[config.mk]
export PLATFORM = sky130hd
export DESIGN_NAME = rps_ctrl
export DESIGN_NICKNAME = d
export VERILOG_FILES = /design/src/rtl/core/rps_pkg.sv /design/src/rtl/core/rps_ctrl.sv
export SDC_FILE = /design/constraint.sdc
export NUM_CORES = 1
export LEC_CHECK = 0
export BUFFER_PORTS_ARGS = -buffer_cell sky130_fd_sc_hd__clkbuf_2
export CELL_PAD_IN_SITES_DETAIL_PLACEMENT = 1
export CELL_PAD_IN_SITES_GLOBAL_PLACEMENT = 2
export CORE_MARGIN = 4
export CORE_UTILIZATION = 29
export CTS_BUF_LIST = sky130_fd_sc_hd__clkbuf_8
export CTS_CLUSTER_DIAMETER = 30
export DETAILED_ROUTE_END_ITERATION = 10
export PLACE_DENSITY_LB_ADDON = 0.15
export SLEW_MARGIN = 40
export SYNTH_ARGS = -nofsm -noshare
export SYNTH_HDL_FRONTEND = slang
export SYNTH_SLANG_ARGS = --single-unit
[constraint.sdc]
create_clock -name clk -period 2.1 [get_ports clk]
set_clock_uncertainty 0.15 [all_clocks]
set_input_delay 0 -clock clk [delete_from_list [all_inputs] [get_ports clk]]
set_output_delay 0 -clock clk [all_outputs]
set_load 0.02 [all_outputs]
[src/rtl/core/rps_pkg.sv]
// ----------------------------------------------------------------------------
// rps_pkg
// Shared widths, codes and controller/datapath interface types for the
// random permutation shuffler.
// ----------------------------------------------------------------------------
package rps_pkg;

  // Field widths of the item and result transactions.
  localparam int KIND_W   = 2;
  localparam int RANDOM_W = 31;
  localparam int INDEX_W  = 16;
  localparam int VALUE_W  = 16;
  localparam int COUNT_W  = 17;

  // Default table depth and the reset value of the entry count register.
  localparam int                 TABLE_ENTRIES_DEF = 65536;
  localparam logic [COUNT_W-1:0] ENTRY_COUNT_RST   = 17'd60000;

  // Register map: paddr bit 2 selects the register word.
  localparam int   PADDR_W          = 3;
  localparam logic REG_ENTRY_COUNT  = 1'b0;

  // Item kinds.
  typedef enum logic [KIND_W-1:0] {
    KIND_FILL = 2'd0,
    KIND_STEP = 2'd1,
    KIND_READ = 2'd2
  } kind_t;

  // Table read address source.
  typedef enum logic [1:0] {
    RD_CURSOR  = 2'd0,
    RD_PARTNER = 2'd1,
    RD_INDEX   = 2'd2
  } rd_sel_t;

  // Table write address and data source.
  typedef enum logic [1:0] {
    WR_FILL    = 2'd0,
    WR_CURSOR  = 2'd1,
    WR_PARTNER = 2'd2
  } wr_sel_t;

  // Commands from the controller to the datapath.
  typedef struct packed {
    logic    capture;      // latch the accepted item
    logic    fill_start;   // reset the fill counter, drop the loaded cursor
    logic    fill_write;   // write one identity entry and advance
    logic    step_single;  // pass of one entry: report done only
    logic    step_begin;   // commit cursor and start the remainder unit
    logic    hold_cursor;  // keep the entry read at the cursor
    logic    rd_en;
    rd_sel_t rd_sel;
    logic    wr_en;
    wr_sel_t wr_sel;
    logic    step_end;     // move the cursor down, flag end of pass
    logic    result_load;  // move the result into the output register
  } cmd_t;

  // Status from the datapath to the controller.
  typedef struct packed {
    logic [KIND_W-1:0] kind;
    logic              read_ok;
    logic              cur_zero;
    logic              mod_done;
    logic              fill_last;
    logic              slot_free;
  } status_t;

endpackage

[src/rtl/core/rps_ctrl.sv]
// ----------------------------------------------------------------------------
// rps_ctrl
// Sequencer of the shuffler: accepts one transaction at a time and steps the
// datapath through fill, shuffle step or read.
// ----------------------------------------------------------------------------
module rps_ctrl
  import rps_pkg::*;
(
  input  logic    clk,
  input  logic    rst_n,
  input  logic    in_valid,
  output logic    in_ready,
  input  status_t status,
  output cmd_t    cmd
);

  typedef enum logic [10:0] {
    S_IDLE     = 11'b000_0000_0001,
    S_DISPATCH = 11'b000_0000_0010,
    S_FILL     = 11'b000_0000_0100,
    S_LOAD     = 11'b000_0000_1000,
    S_DIV      = 11'b000_0001_0000,
    S_RD_CUR   = 11'b000_0010_0000,
    S_RD_PART  = 11'b000_0100_0000,
    S_WR_CUR   = 11'b000_1000_0000,
    S_WR_PART  = 11'b001_0000_0000,
    S_RD_ENTRY = 11'b010_0000_0000,
    S_DONE     = 11'b100_0000_0000
  } state_t;

  state_t state_r, state_nxt;

  // Next state and commands.
  always_comb begin
    state_nxt = state_r;
    cmd       = '0;
    cmd.rd_sel = RD_CURSOR;
    cmd.wr_sel = WR_FILL;
    in_ready  = 1'b0;
    case (state_r)
      S_IDLE: begin
        in_ready = 1'b1;
        if (in_valid) begin
          cmd.capture = 1'b1;
          state_nxt   = S_DISPATCH;
        end
      end
      S_DISPATCH: begin
        case (status.kind)
          KIND_FILL: begin
            cmd.fill_start = 1'b1;
            state_nxt      = S_FILL;
          end
          KIND_STEP: state_nxt = S_LOAD;
          KIND_READ: state_nxt = status.read_ok ? S_RD_ENTRY : S_DONE;
          default:   state_nxt = S_DONE;
        endcase
      end
      S_FILL: begin
        cmd.fill_write = 1'b1;
        cmd.wr_en      = 1'b1;
        cmd.wr_sel     = WR_FILL;
        if (status.fill_last) begin
          state_nxt = S_DONE;
        end
      end
      S_LOAD: begin
        if (status.cur_zero) begin
          cmd.step_single = 1'b1;
          state_nxt       = S_DONE;
        end else begin
          cmd.step_begin = 1'b1;
          state_nxt      = S_DIV;
        end
      end
      S_DIV: begin
        if (status.mod_done) begin
          state_nxt = S_RD_CUR;
        end
      end
      S_RD_CUR: begin
        cmd.rd_en  = 1'b1;
        cmd.rd_sel = RD_CURSOR;
        state_nxt  = S_RD_PART;
      end
      S_RD_PART: begin
        cmd.hold_cursor = 1'b1;
        cmd.rd_en       = 1'b1;
        cmd.rd_sel      = RD_PARTNER;
        state_nxt       = S_WR_CUR;
      end
      S_WR_CUR: begin
        cmd.wr_en  = 1'b1;
        cmd.wr_sel = WR_CURSOR;
        state_nxt  = S_WR_PART;
      end
      S_WR_PART: begin
        cmd.wr_en    = 1'b1;
        cmd.wr_sel   = WR_PARTNER;
        cmd.step_end = 1'b1;
        state_nxt    = S_DONE;
      end
      S_RD_ENTRY: begin
        cmd.rd_en  = 1'b1;
        cmd.rd_sel = RD_INDEX;
        state_nxt  = S_DONE;
      end
      S_DONE: begin
        if (status.slot_free) begin
          cmd.result_load = 1'b1;
          state_nxt       = S_IDLE;
        end
      end
      default: state_nxt = S_IDLE;
    endcase
  end

  always_ff @(posedge clk) begin
    if (!rst_n) begin
      state_r <= S_IDLE;
    end else begin
      state_r <= state_nxt;
    end
  end

endmodule

After elaboration in Yosys (flattened, before gate mapping):

Index checks and enable logic that the tools add are counted.

* bits in registers: 11
* output and inout port bits: 15

* equal/unequal tests: 17
* mux-type cells: 23
* reductions and logical operators: 3

Operator list (number)
* $pmux W11 S10: 1
* $mux W11: 6
* $pmux W11 S3: 1
* $pmux W3 S3: 2
* $mux W1: 12
* $eq A11 B1 Y1 const B: 1
* $eq A11 B10 Y1 const B: 1
* $eq A11 B11 Y1 const B: 1
* $eq A11 B2 Y1 const B: 1
* $eq A11 B3 Y1 const B: 1
* $eq A11 B4 Y1 const B: 1
* $eq A11 B5 Y1 const B: 1
* $eq A11 B6 Y1 const B: 1
* $eq A11 B7 Y1 const B: 1
* $eq A11 B8 Y1 const B: 1
* $eq A11 B9 Y1 const B: 1
* $ne A2 B2 Y1 const B: 4
* $reduce_and A4 Y1: 1
* $eq A2 B1 Y1 const B: 1
* $eq A2 B2 Y1 const B: 1
* $logic_not A2 Y1: 1
* $mux W2: 1
* $reduce_or A2 Y1: 1

Longest topological paths before layout:

Gate-level depths: netlist (run 1).

* depth in word-level cells: 3
* mapped depth: 6
* mapped depth without buffers: 5

Worst setup path before layout (run 1):

Ideal clock, no wire load.

* kind: register to register
* start: register state_r[2]
* end: register state_r[7]
* library setup time: 0.064 ns
* arrival time: 1.877 ns
* setup slack: 0.009 ns
* cell stages (with the launch flop): 5
* path buffers: 0
* period minus slack after synthesis: 2.091 ns
* cell sequence: dfxtp_1 nor3_2 nand3_1 nor4_1 and3_1

* word-level cells in the longest chain between the ends: 3
* elaborated cells between the ends (all ways): 18
* classes of those cells: 15 x eq/ne; 1 x mux; 2 x reduce/logical

RTL lines
* start: declaration: line rps_ctrl.sv:31 `state_t state_r, state_nxt;`
* start signal: assignment: line rps_ctrl.sv:122 `state_r <= state_nxt;`
* $eq A11 B9 Y1, or another cell as far along: line rps_ctrl.sv:40 `case (state_r)`
* $reduce_or A2 Y1 (no line) or $ne A2 B2 Y1 (tied branches)
* $pmux W11 S10 or $reduce_and A4 Y1 (tied branches)

Parallel ways exist; a longest one is shown, timed or not.
A chain may end at the register's enable or synchronous reset.

==> results of run 1 <==
-- area by class of cell --
class                   count  share of cell area
multi-input cells          76               0.520
flip-flops and latches     11               0.204
repair buffers             33               0.192
clock buffers               3              0.0382
well taps                  30              0.0348
inverters                   2             0.00695
clock inverters             1             0.00348
-- routing by layer --
layer	share of wire	global-route usage	up-vias
li1	-	-	417
met1	0.46	0.205	410
met2	0.48	0.250	21
met3	0.047	0.0240	4
met4	0.011	0.0475	0
met5	0	0	-
-- cells by family after synthesis --
logic type | after synthesis
AND/OR/NAND/NOR | 57
AO/OA/AOI/OAI | 16
flip-flops | 11
buffers and inverters | 5
XOR/XNOR | 3
-- metrics by stage --
stage	instance area, um^2	util	setup WS [ns]
3_5_place_dp	907	0.363	0.205
3_3_place_gp	907	0.363	0.194
6_report	1080	0.432	0.0962
5_1_grt	1080	0.432	-0.0117
2_1_floorplan	772	-	0.00936
4_1_cts	1040	0.415	0.0246
-- worst max-delay path, cell delays in order (launching register included) --
cell and delay [ns]:
dfxtp_1 0.31, nor2_1 0.33, nand3_4 0.19, or4_4 0.55
nand2_1 0.08, clkbuf_2 0.16
-- how the worst min path moves through the flow --
stage / from / end / depth (start not counted) / slack, ns
4_1_cts: status[3] / state_r[4] / 3 / 0.02
5_1_grt: status[3] / state_r[4] / 3 / 0.02
2_1_floorplan: status[3] / cmd[9] / 1 / -0.09
6_report: status[3] / state_r[4] / 3 / 0.02
3_3_place_gp: status[6] / state_r[3] / 2 / 0.08
3_5_place_dp: status[6] / state_r[3] / 2 / 0.08
-- power by group --
part / leakage, uW / internal (uW) / total (uW) / switching, uW
clock: 0.0000269 / 128 / 208 / 79.2
sequential: 0.0000891 / 219 / 227 / 7.67
combinational: 0.000342 / 69.1 / 178 / 109
-- timing repair --
action	CTS	global route
pin swaps	0	1
hold buffers	8	0
setup buffers	0	1
hold endpoints to repair	5	0
gates resized for setup	1	7
endpoints found under the setup margin	4	10
-- placed cells by master (no fill, tap or decap), drive strengths merged --
cell type | netlist | layout
clkbuf | 0 | 27
dfxtp | 11 | 11
nor2 | 9 | 9
dlygate4sd3 | 0 | 8
nor3 | 7 | 7
nor2b | 5 | 5
nand2 | 5 | 5
o21ai | 4 | 4
nor4 | 4 | 4
nand2b | 3 | 3
nand4 | 3 | 3
inv | 2 | 3
o21a | 3 | 3
nor4b | 3 | 3
nand3 | 3 | 3
and2 | 2 | 2
and4 | 2 | 2
or3 | 2 | 2
and3 | 2 | 2
xnor2 | 2 | 2
or2 | 2 | 2
a32oi | 2 | 2
a21oi | 2 | 2
or4b | 2 | 2
or4 | 1 | 1
and4b | 1 | 1
nor3b | 1 | 1
o32a | 1 | 1
a2bb2oi | 1 | 1
o221ai | 1 | 1
a21boi | 1 | 1
xor2 | 1 | 1
o22ai | 1 | 1
buf | 3 | 1
==> key figures, run 1 <==
Drt
  – Vias per cell: approximately 5.5
  – DRC viols: 0
  – Starting DRC count in detailed routing: 16
  – Pre-antenna DRT Iters: 4
  – Post-route antenna net violation count: 0
  – Wirelength per Cell: 16.1 um
  – Total number of vias: approximately 850
  – Final WL: 2.51 mm

Final layout
  – Syn-to-layout area delta: 39.9%
  – Largest Register: state_r
  – Max reg flops: 11
  – Fillers: about 300
  – Nets: approximately 140
  – N_diodes: 0
  – Multi-input gate area: around 560 um^2
  – Share of layout cells above drive strength 1: 0.349
  – Non-filler cells, final: about 160
  – Biggest regs: state_r x11
  – Storage cell area: approximately 220 um^2

Critical path
  – Crit path kind: flop to output port
  – Critical Path Fanout Max: 8
  – Startpoint types: flop
  – Reg2Reg Depth: 6
  – Worst r2r src: state_r[4]
  – Crit path required time: about 2 ns
  – CP Capture Type: output port
  – Worst Setup EP: cmd[4]
  – CP arrival: 1.85 ns
  – Worst reg2reg setup slack: between 0.2 and 0.3 ns
  – Reg2Reg Capture Point: state_r[3]
  – CP startpoint: state_r[0]

Yosys
  – Adder-Cell Fraction of Synth Area: 0
  – Synth area leader: dfxtp_1
  – Register bit total from synthesis: 11
  – Post-Syn Nets: between 100 and 150
  – Post-synthesis compound-gate area fraction: 0.160
  – Area contributors post-synth: dfxtp_1 (29%), nor2_1 (4.4%), nor2b_1 (4.1%), nor3_1 (3.9%), buf_4 (2.9%)
  – Sequential share of the synthesized area: 0.285
  – Top post-synthesis cells by count: dfxtp_1 (11), nor2_1 (9), nor3_1 (6)
  – Top FF cell, synth: dfxtp_1
  – Yosys top cell area share: 0.285
  – Simple-Gate Fraction of Synth Area: 0.481
  – Multiplexer area fraction after synthesis: 0
  – Synth Area in XOR/XNOR: 0.0340
  – Synth unique cells: 37
  – Post-synth EDFFs: 0
  – Syn. warnings: 0
  – Async set or reset register ratio after synthesis: 0
  – Most common cell in the netlist: dfxtp_1
  – Synth Area per Inst: between 8 and 9 um^2
  – Gate Count Post-Synth: 92
  – Largest family of logic cells by synthesized area: simple AND/OR/NAND/NOR gates
  – Mapped Area: slightly below 800 um^2

Clock tree
  – CTS root buf: clkbuf_8
  – CTS HTree Levels: 1
  – CTS buffer count: 3
  – CTS sink count: 11
  – Clock Tree Buf Depth: 2
  – Clock edge transition at the registers on the reported setup and hold paths: approximately 0.050 ns
  – TritonCTS clock tree: yes
  – Clk_lat worst skew: between 0.2 and 0.25 ns

Global route
  – Largest net degree at the start of global routing: 9
  – Initial antenna violation count: 0
  – Vias in the first global route: 838
  – First-pass GRT wire length: about 4.0 mm
  – Gr usage total: 0.153
  – GR Overflow Total: 0

Power and ir drop
  – Peak VDD IR: 523 uV
  – P_leak: approximately 0.00046 uW
  – Power density over the cells: roughly 570 nW/um^2
  – Power Total: approximately 610 uW

Die
  – I/O pin count: 25
  – Die Area: 3550 um^2
  – Die Span Y: between 50 and 60 um
  – Core area: approximately 2500 um^2
  – Site row count: 18
  – Die X: 59.6 um
  – Initial Util: 0.309

Run
  – Max Cap Violations: 0

STA
  – Max-slew violations: 0
  – Sum Neg Setup Slack: 0 ns
  – Slew HR: 0.720
  – Fin crit share: 0.954
  – Hold_ws: 0.0207 ns
  – Final setup viols: 0
  – Clock period minus worst slack: 2.00 ns
  – F_max: roughly 0.50 GHz
  – Endpoints failing hold: 0
  – Worst slew pin tran: roughly 0.42 ns

Status
  – Status: complete, no violations

Placement
  – Placed cell count: about 140
  – Placer Congestion: 0.716
  – PortBufs: 24
  – HPWL after DPL: between 1.5 and 2 mm

Min path
  – Worst Hold Class: input pin to flop
Note: power is estimated with default switching activity, not from simulation.
==> run 2, diff against run 1 <==
--- a/config.mk
+++ b/config.mk
@@ -5,11 +5,12 @@
 export SDC_FILE = /design/constraint.sdc
 export NUM_CORES = 1
 export LEC_CHECK = 0
+export ABC_AREA = 1
 export BUFFER_PORTS_ARGS = -buffer_cell sky130_fd_sc_hd__clkbuf_2
 export CELL_PAD_IN_SITES_DETAIL_PLACEMENT = 1
 export CELL_PAD_IN_SITES_GLOBAL_PLACEMENT = 2
 export CORE_MARGIN = 4
-export CORE_UTILIZATION = 29
+export CORE_UTILIZATION = 26
 export CTS_BUF_LIST = sky130_fd_sc_hd__clkbuf_8
 export CTS_CLUSTER_DIAMETER = 30
 export DETAILED_ROUTE_END_ITERATION = 10
==> key figures, run 2 <==
Critical path
  – CP startpoint: status[5]
  – Critical Path Fanout Max: 3 (-5)
  – Worst r2r src: state_r[3]
  – Worst reg2reg setup slack: 0.44 ns (+0.19 ns)
  – Startpoint types: input pin
  – Crit path required time: 2.03 ns (+0.08 ns)
  – CP arrival: 1.80 ns (-0.05 ns)
  – Worst Setup EP: state_r[9]
  – Crit path kind: input pin to flop
  – CP Capture Type: flop
  – Reg2Reg Depth: 5 (-1)
  – Reg2Reg Capture Point: state_r[9]

Yosys
  – Post-synth EDFFs: 0 (unchanged)
  – Synth Area per Inst: 6.13 um^2 (-27%)
  – Synth area leader: dfxtp_1
  – Syn. warnings: 0 (unchanged)
  – Most common cell in the netlist: inv_1
  – Synth unique cells: 20 (-46%)
  – Yosys top cell area share: 0.262 (-0.0230)
  – Top FF cell, synth: dfxtp_1
  – Mapped Area: 840 um^2 (+8.8%)
  – Top post-synthesis cells by count: inv_1 (32), nand2_1 (25), nor2_1 (20)
  – Post-Syn Nets: 147 (+44%)
  – Async set or reset register ratio after synthesis: 0 (unchanged)
  – Gate Count Post-Synth: 137 (+49%)
  – Sequential share of the synthesized area: 0.262 (-0.0230)
  – Area contributors post-synth: dfxtp_1 (26%), inv_1 (14%), nand2_1 (11%), nor2_1 (8.9%), nand3_1 (7.7%)
  – Register bit total from synthesis: 11 (unchanged)

Final layout
  – Most common cell after layout, fill and taps aside: inv_1
  – Syn-to-layout area delta: 31.3%
  – Nets: 179 (+31%)
  – Post-layout util: 0.358 (-0.0738)
  – Share of layout cells above drive strength 1: 0.268 (-0.0813)
  – Max reg flops: 11 (unchanged)
  – Biggest regs: state_r x11
  – Most frequent cells in the layout: inv_1 (32), nand2_1 (25), clkbuf_2 (24)
  – Largest Register: state_r
  – N_diodes: 0 (unchanged)

Global route
  – Initial antenna violation count: 0 (unchanged)
  – Met2 Use GR: 0.249 (-0.000568)
  – GR Overflow Total: 0 (unchanged)
  – Met3 track demand over resource: 0.0208 (-0.00317)
  – Vias in the first global route: 1,014 (+21%)
  – Largest net degree at the start of global routing: 12 (+3)
  – Grt met1 use: 0.178 (-0.0277)
  – First-pass GRT wire length: 4.59 mm (+13%)
  – Gr usage total: 0.141 (-0.0123)
  – Most used routing layer: met2

Die
  – Die Span Y: 64.8 um (+8.8%)
  – Site row count: 20 (+2)
  – Die X: 64.8 um (+8.8%)
  – Initial Util: 0.273 (-0.0360)
  – Core area: 3080 um^2 (+23%)
  – I/O pin count: 25 (unchanged)
  – Die Area: 4200 um^2 (+18%)

Clock tree
  – Clock edge transition at the registers on the reported setup and hold paths: 0.06 ns (about the same)
  – Clk_lat worst skew: 0.24 ns (about the same)
  – TritonCTS clock tree: yes
  – CTS buffer count: 3 (unchanged)
  – CTS sink count: 11 (unchanged)
  – CTS HTree Levels: 1 (unchanged)
  – Setup Fix Bufs, Post-CTS: 0 (unchanged)
  – Clock Tree Buf Depth: 2 (unchanged)
  – CTS root buf: clkbuf_8

Drt
  – Post-route antenna net violation count: 0 (unchanged)
  – Starting DRC count in detailed routing: 24 (+8)
  – Final WL: 2.51 mm (unchanged)
  – Vias per cell: 4.34 (-21%)
  – Total number of vias: 920 (+8.0%)
  – Pre-antenna DRT Iters: 4 (unchanged)
  – DRC viols: 0 (unchanged)
  – Wirelength per Cell: 11.8 um (-26%)

STA
  – Worst slew pin tran: 0.516 ns (+0.0997 ns)
  – Endpoints failing hold: 0 (unchanged)
  – Clock period minus worst slack: 1.87 ns (-0.129 ns)
  – RSZ-0062 raised after global routing: no
  – Fin crit share: 0.893 (-0.0615)
  – Max-slew violations: 0 (unchanged)
  – Sum Neg Setup Slack: 0 ns (unchanged)
  – Final setup viols: 0 (unchanged)
  – Slew HR: 0.653 (-0.0673)
  – F_max: 0.533 GHz (+6.9%)

Min path
  – Worst Hold Class: input pin to flop

Run
  – Max Cap Violations: 0 (unchanged)

Placement
  – Placer Congestion: 0.817 (+14%)
  – PortBufs: 24 (unchanged)
  – HPWL after DPL: 2.20 mm (+16%)

Power and ir drop
  – Power density over the cells: 1080 nW/um^2 (+90%)
  – P_leak: 0.000630 uW (+38%)
  – Peak VDD IR: 354 uV (-32%)

Status
  – Status: complete, no violations
[run 2: cell types whose count changed after synthesis, sizes merged, moves of 3 or more]
cell    before  now
nor4         4    1
inv          2   32
nand2        5   30
nand3        3   15
nand2b       3    0
nor2b        5    0
o21a         3    0
nor4b        3    0
nor2         9   27
[run 2: repair_timing]
item,4_1_cts,5_1_grt
resized for setup,0,0
hold buffers,6,0
hold endpoints to repair,5,0
[run 2: worst max-delay path: stages]
cell	delay, ns
dlygate4sd3_1	0.54
clkbuf_2	0.12
inv_1	0.08
nand2_1	0.05
dlygate4sd3_1	0.55
nor4_1	0.46
[run 2: kinds of logic (layout without fill, tap and decap cells)]
family                 after synthesis  after routing  synth area share
and+or+nand+nor                     84             84             0.526
AOI/OAI and AO/OA                    6              6            0.0358
DFF                                 11             11             0.262
buffers and inverters               36             67             0.176
[run 2: cell type report]
type / count / area [um^2]
Fill cell: 432 / 1980
Multi-Input combinational cell: 90 / 472
Sequential cell: 11 / 220
Timing Repair Buffer: 30 / 180
Inverter: 33 / 129
Tap cell: 44 / 55.1
Clock buffer: 3 / 41.3
Clock inverter: 1 / 5.00
[run 2: power breakdown]
group	internal [uW]	switching [uW]
combinational	218	472
sequential	250	37.5
clock	130	80.2
[run 2: per-layer routing]
layer  routed length (um)  part of all wire
met4                   11            0.0044
met1                 1200              0.48
met5                    0                 0
met2                 1190              0.47
met3                  115             0.046
[run 2: stage by stage]
stage          hold slack, ns  area (um^2)  setup slack [ns]  power, uW  instances
2_1_floorplan         -0.0952          840             0.493        805        137
3_3_place_gp            0.135          996             0.456        976        202
3_5_place_dp            0.141          996             0.416        984        202
4_1_cts                0.0240         1100             0.257       1210        212
5_1_grt                0.0904         1100             0.151       1320        212
6_report               0.0185         1100             0.225       1190        212
[run 2: worst min-delay path by stage]
stage,slack [ns],cells past startpoint,startpoint,end
after detailed placement,0.14,3,status[4],state_r[9]
after global routing,0.09,6,in_valid,state_r[0]
final,0.02,6,in_valid,state_r[0]
after floorplan,-0.1,1,status[6],cmd[12]
after CTS,0.02,6,in_valid,state_r[0]
after global placement,0.14,3,status[4],state_r[9]
==> run 3, diff against run 2 <==
--- a/config.mk
+++ b/config.mk
@@ -15,6 +15,7 @@
 export CTS_CLUSTER_DIAMETER = 30
 export DETAILED_ROUTE_END_ITERATION = 10
 export PLACE_DENSITY_LB_ADDON = 0.15
+export RECOVER_POWER = 100
 export SLEW_MARGIN = 40
 export SYNTH_ARGS = -nofsm -noshare
 export SYNTH_HDL_FRONTEND = slang
==> key figures, run 3 (same netlist as run 2, synthesis figures left out) <==
Final layout
  – Final instance area: 1080 um^2 (-2.4%)
  – Max reg flops: 11 (unchanged)
  – Share of layout cells above drive strength 1: 0.185 (-0.0833)
  – Syn-to-layout area delta: 28.2%
  – N_diodes: 0 (unchanged)
  – Most frequent cells in the layout: inv_1 (32), nand2_1 (27), nor2_1 (21)
  – Storage cell area: 220 um^2 (unchanged)
  – Most common cell after layout, fill and taps aside: inv_1
  – Fillers: 436 (+0.93%)
  – Non-filler cells, final: 212 (unchanged)
  – Multi-input gate area: 459 um^2 (-2.7%)
  – Biggest regs: state_r x11
  – Largest Register: state_r
  – Nets: 179 (unchanged)

STA
  – Max-slew violations: 0 (unchanged)
  – F_max: 0.532 GHz (-0.28%)
  – PnR worst setup slack: 0.220 ns (-0.00531 ns)
  – Endpoints failing hold: 0 (unchanged)
  – Worst slew pin tran: 0.518 ns (+0.00245 ns)
  – RSZ-0062 raised after global routing: no
  – Sum Neg Setup Slack: 0 ns (unchanged)
  – Clock period minus worst slack: 1.88 ns (+0.00531 ns)
  – Final setup viols: 0 (unchanged)
  – Slew HR: 0.651 (-0.00165)
  – Fin crit share: 0.895 (+0.00253)

Die
  – I/O pin count: 25 (unchanged)
  – Die Area: 4200 um^2 (unchanged)
  – Initial Util: 0.273 (unchanged)
  – Site row count: 20 (unchanged)
  – Die Span Y: 64.8 um (unchanged)
  – Die X: 64.8 um (unchanged)
  – Core area: 3080 um^2 (unchanged)

Global route
  – Gr usage total: 0.141 (unchanged)
  – Initial antenna violation count: 0 (unchanged)
  – GR Overflow Total: 0 (unchanged)
  – Vias in the first global route: 1,014 (unchanged)
  – Largest net degree at the start of global routing: 12 (unchanged)
  – First-pass GRT wire length: 4.59 mm (unchanged)

Power and ir drop
  – P_leak: 0.000593 uW (-5.8%)
  – Peak VDD IR: 353 uV (-0.48%)
  – Power Total: 1170 uW (-1.8%)
  – Power density over the cells: 1080 nW/um^2 (+0.60%)

Drt
  – Post-route antenna net violation count: 0 (unchanged)
  – Vias per cell: 4.34 (unchanged)
  – Wire length on met1: 1.21 mm (+0.75%)
  – Wirelength per Cell: 11.9 um (+0.64%)
  – Total number of vias: 920 (unchanged)
  – Wire length on met3: 127 um (+10%)
  – Met2 wire length: 1.18 mm (-0.34%)
  – DRC viols: 0 (unchanged)
  – DR top layer: met4
  – Pre-antenna DRT Iters: 4 (unchanged)
  – Final WL: 2.53 mm (+0.64%)
  – Starting DRC count in detailed routing: 22 (-8.3%)

Clock tree
  – CTS buffer count: 3 (unchanged)
  – Clock Tree Buf Depth: 2 (unchanged)
  – Setup Fix Bufs, Post-CTS: 0 (unchanged)
  – CTS HTree Levels: 1 (unchanged)
  – CTS sink count: 11 (unchanged)
  – TritonCTS clock tree: yes
  – Clock edge transition at the registers on the reported setup and hold paths: 0.06 ns (about the same)
  – Clk_lat worst skew: 0.24 ns (about the same)
  – CTS root buf: clkbuf_8

Placement
  – Placed cell count: 202 (unchanged)
  – Placer Congestion: 0.817 (unchanged)
  – HPWL after DPL: 2.20 mm (unchanged)
  – DP Area: 996 um^2 (unchanged)
  – PortBufs: 24 (unchanged)
  – Pre-CTS setup slack: 0.416 ns (unchanged)

Min path
  – Worst hold path depth: 6 (unchanged)
  – Worst Hold Class: input pin to flop

Status
  – Status: complete, no violations

Critical path
  – CP Capture Type: flop
  – Critical Path Fanout Max: 3 (unchanged)
  – Startpoint types: input pin
  – Crit path kind: input pin to flop
  – Reg2Reg Depth: 9 (+4)
  – CP arrival: 1.81 ns (about the same)
  – Crit path required time: 2.03 ns (about the same)

Run
  – Max Cap Violations: 0 (unchanged)
run 3: area by class of cell:
type / instances / area share
clock inverter: 1 / 0.00465
multi-input combinational: 90 / 0.427
sequential: 11 / 0.205
inverter: 33 / 0.120
timing repair buffer: 30 / 0.155
clock buffer: 3 / 0.0384
tap: 44 / 0.0512
run 3: repair_timing:
action | in CTS | in global routing
hold buffers | 6 | 0
resized for setup | 0 | 0
endpoints found under the hold margin | 5 | 0
run 3: report_power, final:
group | internal, uW | leakage (uW) | switching (uW)
logic | 202 | 0.000478 | 465
registers | 250 | 0.0000895 | 37.6
clock network | 130 | 0.0000255 | 81.2
total | 583 | 0.000593 | 584
run 3: metal layers:
layer	track usage	vias up
li1	-	477
met1	0.178	418
met2	0.249	23
met3	0.0208	2
met4	0.0317	0
met5	0	-
run 3: path summary, 6_finish.rpt:
check                                 start          to  slack (ns)
worst min-delay path               in_valid  state_r[0]        0.02
worst min register to register   state_r[2]  state_r[2]        0.46
worst max-delay path              status[5]  state_r[9]        0.22
worst max register to register  state_r[10]  state_r[2]        0.32
run 3: through the flow:
step                      hold WS [ns]   util
after floorplan                -0.0952      -
after global placement           0.135  0.324
after detailed placement         0.141  0.324
after CTS                       0.0240  0.358
after global routing            0.0904  0.350
final                           0.0182  0.350
run 3: critical path: stages:
cell and delay [ns]:
dlygate4sd3_1 0.54, clkbuf_1 0.12, inv_1 0.09, nand2_1 0.05, dlygate4sd3_1 0.55, nor4_1 0.46
